<file path="config.mk">
export PLATFORM = sky130hd
export DESIGN_NAME = atrp_sqrt_cell
export DESIGN_NICKNAME = d
export VERILOG_FILES = /design/src/hw/rtl/accel_tilt_roll_pitch_defines.svh /design/src/hw/rtl/atrp_pkg.sv /design/src/hw/rtl/atrp_sqrt_cell.sv
export SDC_FILE = /design/constraint.sdc
export NUM_CORES = 1
export LEC_CHECK = 0
export ABC_CLOCK_PERIOD_IN_PS = 800
export BUFFER_PORTS_ARGS = -buffer_cell sky130_fd_sc_hd__buf_2
export CAP_MARGIN = 20
export CORE_AREA = 2 2 161 163
export CTS_BUF_LIST = sky130_fd_sc_hd__clkbuf_16
export DETAILED_ROUTE_END_ITERATION = 16
export DIE_AREA = 0 0 163 165
export GPL_ROUTABILITY_DRIVEN = 0
export SYNTH_ARGS = -nofsm -noshare
export SYNTH_HDL_FRONTEND = slang
export SYNTH_SLANG_ARGS = --single-unit
</file>
<file path="constraint.sdc">
create_clock -name clk -period 0.8 [get_ports clk]
set_input_delay 0.12 -clock clk [delete_from_list [all_inputs] [get_ports clk]]
set_output_delay 0.12 -clock clk [all_outputs]
set_load 0.01 [all_outputs]
</file>
<file path="src/hw/rtl/accel_tilt_roll_pitch_defines.svh">
// ----------------------------------------------------------------------------
// accel_tilt_roll_pitch_defines
// assertion macros shared by the tilt block
// ----------------------------------------------------------------------------
`ifndef ACCEL_TILT_ROLL_PITCH_DEFINES_SVH
`define ACCEL_TILT_ROLL_PITCH_DEFINES_SVH

// implication checked on every edge out of reset
`define ATRP_ASSERT_IMP(lbl, ante, cons, msg) \
	lbl: assert property (@(posedge clk) disable iff (!arst_n) (ante) |-> (cons)) \
		else $error(msg);

// implication whose consequent is checked in the cycle after the antecedent
`define ATRP_ASSERT_NXT(lbl, ante, cons, msg) \
	lbl: assert property (@(posedge clk) disable iff (!arst_n) (ante) |=> (cons)) \
		else $error(msg);

`endif

</file>
<file path="src/hw/rtl/atrp_pkg.sv">
// ----------------------------------------------------------------------------
// atrp_pkg
// shared types and constants of the tilt angle pipeline
// ----------------------------------------------------------------------------
package atrp_pkg;

	localparam int Steps = 24;
	localparam int VecW = 48;
	localparam int AccW = 25;
	localparam int RootSteps = 31;
	localparam int RadW = 62;
	localparam int RootW = 31;

	typedef logic signed [VecW-1:0] vec_t;
	typedef logic signed [AccW-1:0] acc_t;

	// per-item side info carried with the cordic data
	typedef struct packed {
		logic valid;
		logic zero_num;
		logic zero_den;
		logic neg_a;
		logic neg_b;
		logic is_roll_pos;
	} tag_t;

	// cordic vector of one angle
	typedef struct packed {
		vec_t x;
		vec_t y;
		acc_t acc;
		tag_t tag;
	} cvec_t;

	// square root cell payload
	typedef struct packed {
		logic [RadW-1:0] rem;
		logic [RootW-1:0] root;
		logic [RadW-1:0] rad;
		logic [15:0] mx;
		logic [15:0] my;
		logic [15:0] mz;
		logic sx;
		logic sy;
		logic sz;
		logic valid;
	} sq_t;

	function automatic acc_t step_angle(input int i);
		acc_t a;
		case (i)
			0: a = 25'd4608000;
			1: a = 25'd2720261;
			2: a = 25'd1437311;
			3: a = 25'd729602;
			4: a = 25'd366217;
			5: a = 25'd183287;
			6: a = 25'd91666;
			7: a = 25'd45836;
			8: a = 25'd22918;
			9: a = 25'd11459;
			10: a = 25'd5730;
			11: a = 25'd2865;
			12: a = 25'd1432;
			13: a = 25'd716;
			14: a = 25'd358;
			15: a = 25'd179;
			16: a = 25'd90;
			17: a = 25'd45;
			18: a = 25'd22;
			19: a = 25'd11;
			20: a = 25'd6;
			21: a = 25'd3;
			default: a = 25'd1;
		endcase
		return a;
	endfunction

	// magnitude shift toward zero
	function automatic vec_t shr_mag(input vec_t v, input int k);
		vec_t m;
		m = v[VecW-1] ? -v : v;
		m = m >>> k;
		return v[VecW-1] ? -m : m;
	endfunction

endpackage

</file>
<file path="src/hw/rtl/atrp_sqrt_cell.sv">
// ----------------------------------------------------------------------------
// atrp_sqrt_cell
// one restoring step of the digit-by-digit square root
// ----------------------------------------------------------------------------
module atrp_sqrt_cell (
	input  logic           clk,
	input  logic           arst_n,
	input  atrp_pkg::sq_t  din,
	output atrp_pkg::sq_t  dout
);

	logic [atrp_pkg::RadW+1:0] rem_w;
	logic [atrp_pkg::RadW+1:0] trial;
	atrp_pkg::sq_t nxt;

	always_comb begin
		nxt = din;
		rem_w = {din.rem, din.rad[atrp_pkg::RadW-1 -: 2]};
		trial = (atrp_pkg::RadW+2)'({din.root, 2'b01});
		nxt.rad = {din.rad[atrp_pkg::RadW-3:0], 2'b00};
		if (rem_w >= trial) begin
			nxt.rem = atrp_pkg::RadW'(rem_w - trial);
			nxt.root = {din.root[atrp_pkg::RootW-2:0], 1'b1};
		end else begin
			nxt.rem = atrp_pkg::RadW'(rem_w);
			nxt.root = {din.root[atrp_pkg::RootW-2:0], 1'b0};
		end
	end

	always_ff @(posedge clk or negedge arst_n) begin
		if (!arst_n) begin
			dout <= '0;
		end else begin
			dout <= nxt;
		end
	end

endmodule

</file>
# == Word-level counts from Yosys, hierarchy flattened ==
# Index checks and enable logic that the tools add are counted.
# word_totals
ff_bits,205
output_inout_bits,207
wordCells,13
# classes
n_addsub,1
n_lt_le_gt_ge,1
n_mux,1
# op_table
operator,n
$mux 93,1
$ge 64x33->1,1
$sub 62x33->62,1

# == Depth between registers and ports, before layout ==
# Gate-level depths: netlist (run 1).
# depth
word_depth,2
depth_mapped,12

# == Least setup slack after synthesis (run 1) ==
# Ideal clock, no wire load.
# synth_path
path_type,input port to flip-flop
from,input din[128] in the netlist's numbering
to,register dout[184] in the netlist's numbering
arrival_time_ns,2.451
path_slack_ns,-1.730
cell_stages,11
n_path_buf,1
path_cell_list,inv_1 -> ha_1 -> buf_2 -> nand2_1 -> nor4_4 -> nand4_1 -> o311ai_1 -> nor3_2 -> or3_4 -> nor4b_4 -> xor2_1
# synth_lines
element,line,rtl
start: declaration,atrp_sqrt_cell.sv:8,"input atrp_pkg::sq_t din,"
end signal: assignment,atrp_sqrt_cell.sv:34,dout <= nxt;
end: declaration,atrp_sqrt_cell.sv:9,output atrp_pkg::sq_t dout

==> results of run 1 <==
[synthesized netlist by cell type (3+ instances only)]
library cell | n | area [sq um]
dfrtp_1 | 205 | 5130
nand2_1 | 68 | 255
o21ai_0 | 49 | 245
a21oi_1 | 45 | 225
inv_1 | 42 | 158
nor2_1 | 37 | 139
ha_1 | 33 | 413
xnor2_1 | 33 | 289
xor2_1 | 25 | 219
nand3_1 | 21 | 105
nand4_1 | 15 | 93.8
nor3_1 | 13 | 65.1
a21o_1 | 10 | 75.1
buf_2 | 10 | 50.1
nand2b_1 | 10 | 62.6
a31oi_1 | 9 | 56.3
clkbuf_1 | 9 | 33.8
nor4_1 | 9 | 56.3
o21bai_1 | 8 | 60.1
or3_1 | 6 | 37.5
and3_1 | 4 | 25.0
o211ai_1 | 4 | 30.0
a211o_1 | 3 | 26.3
and2_1 | 3 | 18.8
buf_4 | 3 | 22.5
o31ai_1 | 3 | 22.5
[placed cells by master, fill, tap and decap left out, drive strengths merged, types with 8 or more instances in the layout]
cell type / synthesis / final
buf: 15 / 619
dfrtp: 205 / 205
dlygate4sd3: 0 / 205
nand2: 68 / 68
o21ai: 49 / 49
inv: 42 / 46
a21oi: 45 / 45
nor2: 37 / 37
xnor2: 33 / 33
ha: 33 / 33
xor2: 25 / 25
clkbuf: 9 / 24
nand3: 21 / 21
nand4: 16 / 16
nor3: 15 / 15
nor4: 12 / 12
a21o: 10 / 10
nand2b: 10 / 10
a31oi: 9 / 9
clkinv: 0 / 9
o21bai: 8 / 8
[layer usage]
metal / global-route usage (%) / wire length (um) / vias to the layer above
met5: 0 / 49 / -
met4: 11.8 / 1890 / 8
met3: 6.91 / 2730 / 109
met2: 47.1 / 19500 / 386
met1: 31.7 / 14500 / 4393
li1: - / - / 4117
[tightest hold or removal path: stages]
cell,delay [ps]
buf_2,100
buf_4,150
xnor2_1,80
[cells by family (layout without fill, tap and decap cells)]
kind of cell,Yosys count,in the layout,share of synthesized area [%]
simple gates,201,201,12.4
xor+xnor,58,58,6.15
fa+ha+maj,33,33,5.00
compound gates,148,148,10.7
flops,205,205,62.1
mux,2,2,0.258
other cells,1,5,0.0454
buf+inv,66,908,3.29
[worst min-delay path by stage]
stage,from,endpoint
floorplan,arst_n,dout[0]
global placement,arst_n,dout[107]
detailed placement,arst_n,dout[66]
CTS,din[181],dout[183]
global route,din[181],dout[183]
finish,din[181],dout[183]
[per-stage QoR]
stage | utilization (%) | cells | setup TNS (ps) | hold slack, ps
after floorplan | - | 715 | -84380 | -176
after global placement | 49.4 | 1619 | -107150 | -11.0
after detailed placement | 49.4 | 1619 | -108370 | -8.43
after CTS | 64.4 | 1874 | -148110 | -56.4
after global routing | 66.3 | 1888 | -156530 | -45.3
final | 66.4 | 1890 | -142520 | -12.7
[what timing repair did]
item                                    CTS  global route
setup buffers                            10            12
pin swaps                                30            26
hold endpoints to repair                408             2
gates cloned                              2             1
gates resized for setup                 231            81
endpoints found under the setup margin  268           268
[power breakdown]
part | switching (W) | internal [W]
registers | 0.000356 | 0.0112
logic | 0.00337 | 0.00393
clock network | 0.00433 | 0.00532
total | 0.00806 | 0.0204
[layout make-up]
class | instances | area (sq um)
Antenna cell | 3 | 7.51
Clock buffer | 22 | 551
Inverter | 42 | 193
Tap cell | 330 | 413
Clock inverter | 16 | 110
Multi-Input combinational cell | 444 | 3410
Fill cell | 1799 | 8420
Sequential cell | 205 | 5130
Timing Repair Buffer | 828 | 6800
==> results.cfg, run 1 <==
[grt]
first_global_vias = 9475
grtUsageTotal_pct = 27.0
grt_start_max_net_pins = 41
antenna_found_initial = 7
grt_overflow = 0
grt_pass1_wl_mm = 55.1

[worst_setup_path]
crit_family = buffers and inverters
endpoint_kind = register
required_ps = 1190
path_cells = buf_2 > inv_1 > ha_1 > nor2_1 > nand2_1 > nor4_2 > buf_4 > o311ai_2 > buf_4 > nor3_4 > buf_4 > buf_6 > buf_12 > buf_4 > inv_2 > mux2_4
critPathKind = primary input to register
crit_slowest_cell = nor4_2
path_buf_inv = 9
worst_path_most_repeated_cell = buf_4
crit_fanout = 7
arrival_ps = 2550
crit_cells = 16
critPathLaunch = din[144]
cpPeakStageDelay_ps = 330
critical_path.startpoint_type = primary input
worstSetupEndpoint = dout[167]

[synthesis]
syn_inst = 714
synthArstFlopShare_pct = 100
synth_seq_area_share_pct = 62.1
synthDistinctLibCells = 53
synth_seq_cells = 205
synth_area_sq_um = 8260
synth_edf_count = 0
ys_warn_count = 0
avgSynthCellArea_sq_um = 11.6
synth-main-ff-cell = dfrtp_1

[sta]
rsz0062_at_grt = yes
drv_slew = 0
fin_ws_ps = -1350
fin_crit_sh_pct = 269
hold_violations = 1
finalSetupViolations = 268
worst_hold_slack_ps = -12.7
worst_pin_slew_ps = 582
clock.fmax_ghz = 0.464
max_slew_margin_pct = 60.7
min_period_ps = 2150

[hold_path]
holdPathStages = 3
hold_path_class = primary input to register

[routing]
route.detailed.drc = 0
drt_iter0_markers = 566
wl_per_cell_um = 20.5
postRouteAntennaNets = 0
vias = 9013
vias_per_cell = 4.77
drt_first_pass_iters = 7
totalWireLength_mm = 38.7

[cts]
cts_tree = done
cts_max_path_buffers = 3
cts_max_level = 1
clockRootBuffer = clkbuf_16
clkSinkCount = 205
cts_buffers = 22
holdBufCountCts = 205
clk_pin_slew_ps = 60

[run_status]
violations = hold timing, setup timing
status = finished, violations left

[floorplanning]
fp.coreArea_sq_um = 25000
rows = 58
die_h_um = 165
die_x_um = 163
dieArea_sq_um = 26900
ios = 416
initial_utilization_pct = 33.0

[final_layout]
drive_gt1_share_pct = 47.8
top_register = dout
syn_to_final_growth_pct = 101
nets = 1785
largest_register_ffs = 205
reg.largest.list = dout x205
finalInstanceArea_sq_um = 16600

[placed_design]
dpl.hpwl_mm = 25.4
place_ws_ps = -1940
portBuffers = 413
placed_area_sq_um = 12400

[power]
total_power_w = 0.0285
power_density_nw_per_um2 = 1710
power_leakage_nw = 7.90
ir_worst_vdd_mv = 1.78

[run]
drv_cap = 0
No activity file was read; power rests on OpenSTA's default activity.
==> inputs of run 2 (changes only) <==
Settings changed: BUFFER_PORTS_ARGS -buffer_cell sky130_fd_sc_hd__buf_2 to -buffer_cell sky130_fd_sc_hd__clkbuf_2.
==> results.cfg, run 2 (synthesis gave the netlist of run 1 again) <==
[run_status]
status = finished, violations left
violations = setup timing

[routing]
route.detailed.drc = 0
totalWireLength_mm = 37.9
postRouteAntennaNets = 0
drt_iter0_markers = 497
wl_per_cell_um = 19.9
drt_first_pass_iters = 4
vias = 8985
vias_per_cell = 4.73

[power]
power_leakage_nw = 7.99
ir_worst_vdd_mv = 1.60
total_power_w = 0.0286
power_density_nw_per_um2 = 1720

[floorplanning]
die_x_um = 163
rows = 58
dieArea_sq_um = 26900
die_h_um = 165
fp.coreArea_sq_um = 25000
initial_utilization_pct = 33.0
ios = 416

[worst_setup_path]
required_ps = 1210
crit_fanout = 5
arrival_ps = 2530
critPathKind = primary input to register
critical_path.startpoint_type = primary input
endpoint_kind = register

[final_layout]
final_util_pct = 66.6
largest_register_ffs = 205
final_cell_mix = 339 x clkbuf_2, 205 x dfrtp_1, 205 x dlygate4sd3_1
layout_commonest_cell = clkbuf_2
nets = 1797
top_register = dout
reg.largest.list = dout x205
syn_to_final_growth_pct = 102
nFillCells = 1785
finalInstanceArea_sq_um = 16700
multi_input_area_sq_um = 3730
seqCellArea_sq_um = 5130
drive_gt1_share_pct = 50.4

[cts]
clockRootBuffer = clkbuf_16
cts_max_path_buffers = 3
clkSinkCount = 205
clk_pin_slew_ps = 60
cts_buffers = 22
cts_max_level = 1
cts_tree = done

[grt]
grt_start_max_net_pins = 32
antenna_found_initial = 4
grt_pass1_wl_mm = 53.8
grt_overflow = 0
grtUsageTotal_pct = 26.2
first_global_vias = 9570

[sta]
max_slew_margin_pct = 59.2
worst_pin_slew_ps = 604
fin_ws_ps = -1320
hold_violations = 0
drv_slew = 0
clock.fmax_ghz = 0.471
min_period_ps = 2120
rsz0062_at_grt = yes
fin_crit_sh_pct = 265
finalSetupViolations = 268
worst_hold_slack_ps = 41.4

[hold_path]
min_from = din[183]
hold_path_class = primary input to register
holdPathStages = 5
whs_endpoint = dout[186]

[placed_design]
portBuffers = 413
dpl.hpwl_mm = 25.3
placed_area_sq_um = 12400

[run]
drv_cap = 0
run 2: cell count changes in the layout (fill, tap and decap cells not counted), sizes merged:
cell      before  now
clkinvlp       2    4
buf          619  292
clkbuf        24  365
diode          3    1
clkinv         9    7
bufbuf         2    1
run 2: how the worst max path moves through the flow:
stage                     startpoint         to  slack [ps]  cells past startpoint
after floorplan             din[131]  dout[201]       -1550                     11
after global placement      din[140]  dout[184]       -1850                     12
after detailed placement    din[140]  dout[184]       -1930                     12
after CTS                   din[127]  dout[188]       -1310                     13
after global routing        din[127]  dout[204]       -1450                     15
final                       din[175]  dout[204]       -1320                     14
run 2: report_power, final:
| group | switching, W | total [W] | internal, W |
|---|---|---|---|
| sequential | 0.000334 | 0.0115 | 0.0112 |
| clock | 0.00422 | 0.00971 | 0.00550 |
| combinational | 0.00352 | 0.00738 | 0.00386 |
| total | 0.00807 | 0.0286 | 0.0205 |
run 2: layout make-up:
cell class | instances | share of cell area (%)
Multi-Input combinational cell | 444 | 22.4
Antenna cell | 1 | 0.0150
Timing Repair Buffer | 840 | 39.2
Tap cell | 330 | 2.48
Clock inverter | 16 | 0.608
Inverter | 42 | 1.14
Sequential cell | 205 | 30.8
Clock buffer | 23 | 3.45
run 2: stage by stage:
step,setup TNS (ps),cells,setup slack [ps]
2_1_floorplan,-84380,715,-1550
3_3_place_gp,-106530,1629,-1850
3_5_place_dp,-108580,1629,-1930
4_1_cts,-140490,1887,-1310
5_1_grt,-151640,1901,-1450
6_report,-137020,1901,-1320
run 2: critical path: stages:
cell and delay [ps]:
clkbuf_2 140, ha_4 300, nand2b_4 60, nor4_4 320, nand4_1 190, o311ai_2 270, buf_4 170, nor3_4 40
buf_4 170, nor3_4 180, buf_4 140, buf_12 100, nand4_1 120, xnor2_1 200
run 2: per-layer routing:
layer / vias up / track usage (%) / part of all wire (%)
li1: 4139 / - / -
met1: 4363 / 29.8 / 37
met2: 380 / 44.8 / 51
met3: 97 / 7.58 / 7.4
met4: 6 / 13.5 / 4.5
met5: - / 0 / 0.11
run 2: timing repair:
| item | 4_1_cts | 5_1_grt |
|---|---|---|
| setup buffers | 10 | 15 |
| hold buffers | 205 | 0 |
| setup endpoints to repair | 268 | 268 |
| hold endpoints to repair | 407 | 0 |
| gates resized for setup | 124 | 245 |
| gates cloned | 4 | 0 |
| pin swaps | 40 | 19 |
